**config.mk**
```make
export PLATFORM = sky130hd
export DESIGN_NAME = ticketed_wait_queue
export DESIGN_NICKNAME = d
export VERILOG_FILES = /design/src/rtl/twq_pkg.sv /design/src/rtl/twq_ram.sv /design/src/rtl/ticketed_wait_queue.sv
export SDC_FILE = /design/constraint.sdc
export NUM_CORES = 2
export LEC_CHECK = 0
export ABC_AREA = 1
export BUFFER_PORTS_ARGS = -buffer_cell sky130_fd_sc_hd__buf_2
export CAP_MARGIN = 25
export CORE_MARGIN = 10
export CORE_UTILIZATION = 25
export DETAILED_ROUTE_END_ITERATION = 8
export GPL_TIMING_DRIVEN = 0
export PLACE_DENSITY = 0.48
export SETUP_SLACK_MARGIN = 0.2
export SLEW_MARGIN = 10
export SYNTH_ARGS = -nofsm -noshare
export SYNTH_HDL_FRONTEND = slang
export SYNTH_SLANG_ARGS = --single-unit
```
**constraint.sdc**
```tcl
create_clock -name clock -period 4.2 [get_ports clock]
set_clock_uncertainty 0.1 [all_clocks]
set_input_delay 0.42 -clock clock [delete_from_list [all_inputs] [get_ports clock]]
set_output_delay 0.42 -clock clock [all_outputs]
set_load 0.02 [all_outputs]
```
**src/rtl/twq_pkg.sv**
```systemverilog
// twq_pkg: shared types and constants of the ticketed wait queue.
// Holds the transaction structs, command and status codes and the FSM state type.
// No dependencies; ticketed_wait_queue imports it.
`timescale 1ns / 1ps

package twq_pkg;

   // Field widths fixed by the transaction format.
   localparam int TICKET_WIDTH  = 16;
   localparam int PARTY_WIDTH   = 8;
   localparam int CMD_WIDTH     = 3;
   localparam int STATUS_WIDTH  = 3;
   localparam int TEAMS_WIDTH   = 7;
   localparam int PEOPLE_WIDTH  = 14;

   // Default queue depth.
   localparam int DEPTH_DEFAULT = 64;

   // Command codes.
   localparam logic [CMD_WIDTH-1:0] CMD_ENQUEUE = 3'd0;
   localparam logic [CMD_WIDTH-1:0] CMD_QUERY   = 3'd1;
   localparam logic [CMD_WIDTH-1:0] CMD_CANCEL  = 3'd2;
   localparam logic [CMD_WIDTH-1:0] CMD_DELAY   = 3'd3;
   localparam logic [CMD_WIDTH-1:0] CMD_SERVE   = 3'd4;

   // Status codes.
   localparam logic [STATUS_WIDTH-1:0] ST_OK        = 3'd0;
   localparam logic [STATUS_WIDTH-1:0] ST_NOT_FOUND = 3'd1;
   localparam logic [STATUS_WIDTH-1:0] ST_FULL      = 3'd2;
   localparam logic [STATUS_WIDTH-1:0] ST_EMPTY     = 3'd3;
   localparam logic [STATUS_WIDTH-1:0] ST_AT_TAIL   = 3'd4;

   // Request transaction.
   typedef struct packed {
      logic [CMD_WIDTH-1:0]    cmd;
      logic [PARTY_WIDTH-1:0]  party_size;
      logic [TICKET_WIDTH-1:0] ticket;
   } twq_req_type;

   // Response transaction.
   typedef struct packed {
      logic [STATUS_WIDTH-1:0] status;
      logic [TICKET_WIDTH-1:0] ticket_out;
      logic [PARTY_WIDTH-1:0]  party_out;
      logic [TEAMS_WIDTH-1:0]  teams_ahead;
      logic [PEOPLE_WIDTH-1:0] people_ahead;
   } twq_rsp_type;

   // One queue entry as held in the memory.
   typedef struct packed {
      logic [TICKET_WIDTH-1:0] ticket;
      logic [PARTY_WIDTH-1:0]  party;
   } twq_entry_type;

   // Controller states.
   typedef enum logic [2:0] {
      S_IDLE,
      S_SEARCH,
      S_SHIFT,
      S_SWAP,
      S_SWAP2
   } twq_state_type;

endpackage

```
**src/rtl/twq_ram.sv**
```systemverilog
// twq_ram: generic single-port-write, single-port-read RAM with registered read.
// Parameterised by word width and depth; no dependencies.
`timescale 1ns / 1ps

module twq_ram #(
   parameter int WIDTH = 8,
   parameter int DEPTH = 64
) (
   input  logic                     clock,
   input  logic                     wr_en,
   input  logic [$clog2(DEPTH)-1:0] wr_addr,
   input  logic [WIDTH-1:0]         wr_data,
   input  logic [$clog2(DEPTH)-1:0] rd_addr,
   output logic [WIDTH-1:0]         rd_data
);

   logic [WIDTH-1:0] mem [DEPTH];

   // Write port and registered read port.
   always_ff @(posedge clock) begin
      if (wr_en) begin
         mem[wr_addr] <= wr_data;
      end
      rd_data <= mem[rd_addr];
   end

endmodule

```
**src/rtl/ticketed_wait_queue.sv**
```systemverilog
// ticketed_wait_queue: ordered queue of tickets with enqueue, query, cancel, delay, serve.
// Depends on twq_pkg and on twq_ram, which holds the entries in queue order.
//
//   channel   ports                      direction  handshake
//   request   start, busy, req_data      in         taken when start and not busy
//   response  rsp_valid, rsp_data        out        one-cycle strobe, cannot be stalled
//
// Enqueue and unused commands are answered from idle; the response follows on the next cycle.
// Query, cancel, delay and serve walk the entry memory one entry per cycle from the head;
// query stops at the match, cancel and serve then move up each entry behind the removed
// one, and delay swaps the match with the entry behind it unless it is at the tail.
// The single read and write port of the entry memory sets this pace.
// Reset clears the count and the ticket counter; memory contents need no clearing.
`timescale 1ns / 1ps

module ticketed_wait_queue #(
   parameter int DEPTH = twq_pkg::DEPTH_DEFAULT
) (
   input  logic                  clock,
   input  logic                  reset,
   input  logic                  start,
   output logic                  busy,
   input  twq_pkg::twq_req_type  req_data,
   output logic                  rsp_valid,
   output twq_pkg::twq_rsp_type  rsp_data
);

   import twq_pkg::*;

   localparam int IDX_W   = $clog2(DEPTH);
   localparam int CNT_W   = $clog2(DEPTH + 1);
   localparam int SUM_W   = PARTY_WIDTH + IDX_W;
   localparam int ENTRY_W = $bits(twq_entry_type);

   // Registers and their next values.
   twq_state_type            state_ff, state_in;
   logic [CNT_W-1:0]         cnt_ff, cnt_in;
   logic [TICKET_WIDTH-1:0]  last_ticket_ff, last_ticket_in;
   logic [IDX_W-1:0]         scan_ff, scan_in;
   logic [SUM_W-1:0]         sum_ff, sum_in;
   twq_entry_type            hold_ff, hold_in;
   twq_req_type              req_ff, req_in;
   twq_rsp_type              rsp_ff, rsp_in;
   logic                     rsp_valid_ff, rsp_valid_in;

   // Memory port signals.
   logic                     ram_wr_en;
   logic [IDX_W-1:0]         ram_wr_addr;
   twq_entry_type            ram_wr_data;
   logic [IDX_W-1:0]         ram_rd_addr;
   logic [ENTRY_W-1:0]       ram_rd_raw;
   twq_entry_type            rd_entry;

   // Position arithmetic around the scan index.
   logic [CNT_W-1:0]         scan_p1;
   logic [CNT_W-1:0]         scan_p2;
   logic                     accept;
   logic                     hit;
   logic                     at_last;

   assign rd_entry = twq_entry_type'(ram_rd_raw);
   assign scan_p1  = CNT_W'(scan_ff) + CNT_W'(1);
   assign scan_p2  = CNT_W'(scan_ff) + CNT_W'(2);
   assign accept   = start && (state_ff == S_IDLE);
   assign hit      = (req_ff.cmd == CMD_SERVE) || (rd_entry.ticket == req_ff.ticket);
   assign at_last  = (scan_p1 == cnt_ff);

   assign busy      = (state_ff != S_IDLE);
   assign rsp_valid = rsp_valid_ff;
   assign rsp_data  = rsp_ff;

   twq_ram #(
      .WIDTH (ENTRY_W),
      .DEPTH (DEPTH)
   ) u_entry_ram (
      .clock   (clock),
      .wr_en   (ram_wr_en),
      .wr_addr (ram_wr_addr),
      .wr_data (ram_wr_data),
      .rd_addr (ram_rd_addr),
      .rd_data (ram_rd_raw)
   );

   // State and control registers.
   always_ff @(posedge clock) begin
      if (reset) begin
         state_ff       <= S_IDLE;
         cnt_ff         <= '0;
         last_ticket_ff <= '0;
         rsp_valid_ff   <= 1'b0;
      end else begin
         state_ff       <= state_in;
         cnt_ff         <= cnt_in;
         last_ticket_ff <= last_ticket_in;
         rsp_valid_ff   <= rsp_valid_in;
      end
   end

   // Payload registers.
   always_ff @(posedge clock) begin
      scan_ff <= scan_in;
      sum_ff  <= sum_in;
      hold_ff <= hold_in;
      req_ff  <= req_in;
      rsp_ff  <= rsp_in;
   end

   // Next state, memory accesses and response.
   always_comb begin
      state_in       = state_ff;
      cnt_in         = cnt_ff;
      last_ticket_in = last_ticket_ff;
      scan_in        = scan_ff;
      sum_in         = sum_ff;
      hold_in        = hold_ff;
      req_in         = req_ff;
      rsp_in         = '0;
      rsp_valid_in   = 1'b0;
      ram_wr_en      = 1'b0;
      ram_wr_addr    = scan_ff;
      ram_wr_data    = rd_entry;
      ram_rd_addr    = '0;

      unique case (state_ff)
         S_IDLE: begin
            // The head entry is always read, ready for a scan that may start.
            ram_rd_addr = '0;
            scan_in     = '0;
            sum_in      = '0;
            if (accept) begin
               req_in = req_data;
               unique case (req_data.cmd) inside
                  CMD_ENQUEUE: begin
                     rsp_valid_in = 1'b1;
                     if (cnt_ff == CNT_W'(DEPTH)) begin
                        rsp_in.status = ST_FULL;
                     end else begin
                        last_ticket_in     = last_ticket_ff + TICKET_WIDTH'(1);
                        ram_wr_en          = 1'b1;
                        ram_wr_addr        = cnt_ff[IDX_W-1:0];
                        ram_wr_data.ticket = last_ticket_ff + TICKET_WIDTH'(1);
                        ram_wr_data.party  = req_data.party_size;
                        cnt_in             = cnt_ff + CNT_W'(1);
                        rsp_in.ticket_out  = last_ticket_ff + TICKET_WIDTH'(1);
                     end
                  end
                  CMD_QUERY, CMD_CANCEL, CMD_DELAY: begin
                     if (cnt_ff == '0) begin
                        rsp_valid_in  = 1'b1;
                        rsp_in.status = ST_NOT_FOUND;
                     end else begin
                        state_in = S_SEARCH;
                     end
                  end
                  CMD_SERVE: begin
                     if (cnt_ff == '0) begin
                        rsp_valid_in  = 1'b1;
                        rsp_in.status = ST_EMPTY;
                     end else begin
                        state_in = S_SEARCH;
                     end
                  end
                  default: begin
                     // Unused command: plain acknowledgement.
                     rsp_valid_in = 1'b1;
                  end
               endcase
            end
         end

         S_SEARCH: begin
            // Read data holds entry scan_ff; the next entry is fetched meanwhile.
            ram_rd_addr = scan_p1[IDX_W-1:0];
            if (hit) begin
               unique case (req_ff.cmd)
                  CMD_QUERY: begin
                     rsp_valid_in        = 1'b1;
                     rsp_in.teams_ahead  = TEAMS_WIDTH'(scan_ff);
                     rsp_in.people_ahead = PEOPLE_WIDTH'(sum_ff);
                     state_in            = S_IDLE;
                  end
                  CMD_DELAY: begin
                     if (at_last) begin
                        rsp_valid_in  = 1'b1;
                        rsp_in.status = ST_AT_TAIL;
                        state_in      = S_IDLE;
                     end else begin
                        hold_in  = rd_entry;
                        state_in = S_SWAP;
                     end
                  end
                  default: begin
                     // Cancel or serve: report now, then close the gap.
                     rsp_valid_in = 1'b1;
                     if (req_ff.cmd == CMD_SERVE) begin
                        rsp_in.ticket_out = rd_entry.ticket;
                        rsp_in.party_out  = rd_entry.party;
                     end
                     if (at_last) begin
                        cnt_in   = cnt_ff - CNT_W'(1);
                        state_in = S_IDLE;
                     end else begin
                        state_in = S_SHIFT;
                     end
                  end
               endcase
            end else begin
               sum_in = sum_ff + SUM_W'(rd_entry.party);
               if (at_last) begin
                  rsp_valid_in  = 1'b1;
                  rsp_in.status = ST_NOT_FOUND;
                  state_in      = S_IDLE;
               end else begin
                  scan_in = scan_p1[IDX_W-1:0];
               end
            end
         end

         S_SHIFT: begin
            // Read data holds entry scan_ff + 1; move it up by one place.
            ram_rd_addr = scan_p2[IDX_W-1:0];
            ram_wr_en   = 1'b1;
            ram_wr_addr = scan_ff;
            ram_wr_data = rd_entry;
            if (scan_p2 == cnt_ff) begin
               cnt_in   = cnt_ff - CNT_W'(1);
               state_in = S_IDLE;
            end else begin
               scan_in = scan_p1[IDX_W-1:0];
            end
         end

         S_SWAP: begin
            // The entry behind moves forward into the delayed entry's place.
            ram_wr_en   = 1'b1;
            ram_wr_addr = scan_ff;
            ram_wr_data = rd_entry;
            state_in    = S_SWAP2;
         end

         S_SWAP2: begin
            // The delayed entry goes one place back.
            ram_wr_en    = 1'b1;
            ram_wr_addr  = scan_p1[IDX_W-1:0];
            ram_wr_data  = hold_ff;
            rsp_valid_in = 1'b1;
            state_in     = S_IDLE;
         end

         default: begin
            state_in = S_IDLE;
         end
      endcase
   end

endmodule
```
==> impl_metrics.toml <==
[global_routing]
grt_max_degree = 41
grt_overflow = 0
grt_use_total = 0.158
grt_pass1_vias = 49900
grt_pass1_wl_um = 367000
grt_antenna_before_repair = 17

[logic_synthesis]
netlist_area_mm2 = 0.0740
synth-xor-area-share = 0.00154
synth.avg_cell_area_um2 = 11.0
synth-compound-area-share = 0.0167
synthesis.nets = 6770
synth_fa_ha_area_frac = 0.00324
synth_top_family_by_area = "simple AND/OR/NAND/NOR gates"
ys_seq_elements = 1697
syn_inst = 6722
ys_seq_area_frac = 0.675
synth-simple-area-share = 0.238
ys.warnings.count = 0
yosysTopAreaCellShare = 0.649
synthDistinctLibCells = 46
yosys-top-cells-area = "edfxtp_1 65%, nand3_1 9.9%, nand2_1 7.8%"
synth_largest_area_cell = "edfxtp_1"
muxShareOfSynthArea = 0

[run]
drv_cap = 0

[floorplan]
num_rows = 199
fp.dieW_um = 564
start_util = 0.252
die_area_mm2 = 0.318
pin_count = 80
die_y_um = 564
coreArea_mm2 = 0.294

[timing]
worstMarginPinSlew_ps = 990
hold_viol = 0
max_freq_ghz = 0.249
period_share = 0.956
fin_crit_ps = 4020
rsz0062_at_grt = "yes"
slew_headroom = 0.340
drv_slew = 0
setup_viol = 0

[clock_network]
clock-sinks = 1697
clockRootBuffer = "clkbuf_16"
cts_buffer_depth = 3
htreeDepth = 4
clk_latency_ps = 870
cts_tree = "done"
cts_buffers = 190
clk_pin_slew_worst_paths_ps = 60

[hold_path]
min_from = "req_data[16]"
min_path_type = "input pin to register"
min_path_cells = 4
min_to = "u_entry_ram.mem[22][0]$_DFFE_PP_"

[finish]
layout_commonest_cell = "edfxtp_1"
final_cell_mix = "1,599 x edfxtp_1, 1,529 x nand2_1, 1,468 x nand3_1, 643 x inv_1, 382 x nand3b_1"
nNetsFinal = 7369
fillers = 30000
syn_to_final_growth_pct = 20.9
utilization = 0.304
drive_gt1_frac = 0.152

[detailed_routing]
drt_iter0_markers = 6194
num_vias = 53500
final_antenna_net_count = 0
viasPerCell = 4.69
drc = 0
routed_wl_um = 265000
post_drt_wl_per_cell_um = 23.2
first_pass_iters = 6

[power_and_ir_drop]
vdd_drop_max_v = 0.000494
power_density_mw_per_mm2 = 713
finalPower_uw = 63800
leakagePower_uw = 0.0341

[critical_path]
r2r_end = "u_entry_ram.rd_data[18]$_DFF_P_"
end_kind = "register"
critPathMaxFanout = 10
startpoint_type = "register"
reg2reg_from = "scan_ff[2]$_SDFFCE_PP0P_"
crit_type = "register to register"
arrival_ps = 4670
r2r_cells = 12
crit_required_ps = 4850
ff2ff_setup_slack_ps = 180

[placement]
dpl.hpwl_um = 190000
portBuffers = 78
gp_routability_congestion = 0.948

[outcome]
outcome = "finished clean"
## cells by family (layout without fill, tap and decap cells)
logic type / count (synthesis) / in the layout
flops: 1697 / 1697
fa+ha+maj: 18 / 18
compound gates: 200 / 200
other cells: 1 / 9
buf+inv: 1077 / 1798
xor+xnor: 13 / 13
simple gates: 3716 / 3747
## metrics by stage
step	instances	hold WS [ps]	worst slack [ps]	TNS, ps	cell area (µm²)
after floorplan	6722	330	165	0	74000
after global placement	10700	369	-8310	-7570270	79300
after detailed placement	10900	367	-50.5	-564	82100
after CTS	11300	31.5	22.6	0	88500
after global routing	11400	92.5	80.3	0	89500
final	11400	117	184	0	89500
## worst max-delay path, stage by stage, from the launching register on
cell and delay (ps):
edfxtp_1 550, ha_1 340, nand2_1 80, nand2_1 70, nand2_1 150, o22ai_2 250, buf_16 200, buf_2 530
clkdlybuf4s15_2 580, nand3_1 290, nand3_1 160, nand3_1 280, nand2_1 290
## cell usage after synthesis (all sizes together)
| master | instances |
|---|---|
| a21o | 3 |
| o211ai | 68 |
| clkbuf | 96 |
| nand3 | 1475 |
| inv | 653 |
| dfxtp | 98 |
| nand4 | 13 |
| o22ai | 7 |
| nand2 | 1549 |
| nor2 | 213 |
| ha | 16 |
| a21oi | 54 |
| a22oi | 4 |
| o31ai | 1 |
| o21a | 1 |
| o21bai | 1 |
| nor3 | 7 |
| nor3b | 1 |
| xor2 | 12 |
| a31oi | 2 |
| or2 | 75 |
| nor4 | 1 |
| buf | 327 |
| edfxtp | 1599 |
| xnor2 | 1 |
| fa | 2 |
| nand3b | 382 |
| conb | 1 |
| clkinv | 1 |
| o21ai | 59 |
## state kept, by name, summed over array words and instances, names as in the netlist
name / flops
cnt_ff: 7
hold_ff: 24
last_ticket_ff: 16
req_ff: 19
rsp_data: 47
rsp_valid: 1
scan_ff: 6
state_ff: 3
sum_ff: 14
u_entry_ram.mem: 1536
u_entry_ram.rd_data: 24
## area by class of cell
cell class / count / area [µm²] / share of cell area
Antenna cell: 8 / 20.0 / 0.000224
Buffer: 423 / 2400 / 0.0268
Clock buffer: 243 / 5070 / 0.0566
Clock inverter: 102 / 892 / 0.00996
Inverter: 654 / 2460 / 0.0275
Multi-Input combinational cell: 3979 / 20200 / 0.225
Sequential cell: 1697 / 50000 / 0.558
Tap cell: 3919 / 4900 / 0.0548
Timing Repair Buffer: 376 / 3650 / 0.0408
## power by group
part	switching, µW	leakage [µW]	total [µW]	internal (µW)
clock	6990	0.00292	16200	9240
sequential	309	0.0153	22900	22600
combinational	18100	0.0159	24700	6590
total	25400	0.0341	63800	38400
## how the worst max path moves through the flow
stage	start	end	slack [ps]
2_1_floorplan	state_ff[0]$_SDFFE_PP0P_	u_entry_ram.mem[0][11]$_DFFE_PP_	160
3_3_place_gp	state_ff[0]$_SDFFE_PP0P_	u_entry_ram.mem[34][11]$_DFFE_PP_	-8310
3_5_place_dp	scan_ff[1]$_SDFFCE_PP0P_	u_entry_ram.rd_data[16]$_DFF_P_	-50
4_1_cts	state_ff[0]$_SDFFE_PP0P_	u_entry_ram.mem[51][4]$_DFFE_PP_	20
5_1_grt	scan_ff[2]$_SDFFCE_PP0P_	u_entry_ram.mem[1][23]$_DFFE_PP_	80
6_report	scan_ff[2]$_SDFFCE_PP0P_	u_entry_ram.rd_data[18]$_DFF_P_	180
## timing repair
item | in CTS | in global routing
endpoints found under the hold margin | 28 | 0
hold buffers | 20 | 0
cloned | 11 | 20
resized for setup | 21 | 56
setup buffers | 9 | 54
setup endpoints to repair | 451 | 972
pin swaps | 18 | 37
## per-layer routing
metal / wire, µm / vias up / GRT usage
li1: - / 24400 / -
met1: 114000 / 26200 / 0.220
met2: 117000 / 2364 / 0.244
met3: 22900 / 448 / 0.0299
met4: 11100 / 4 / 0.0584
met5: 24 / - / 0
Note: power is estimated with default switching activity, not from simulation.
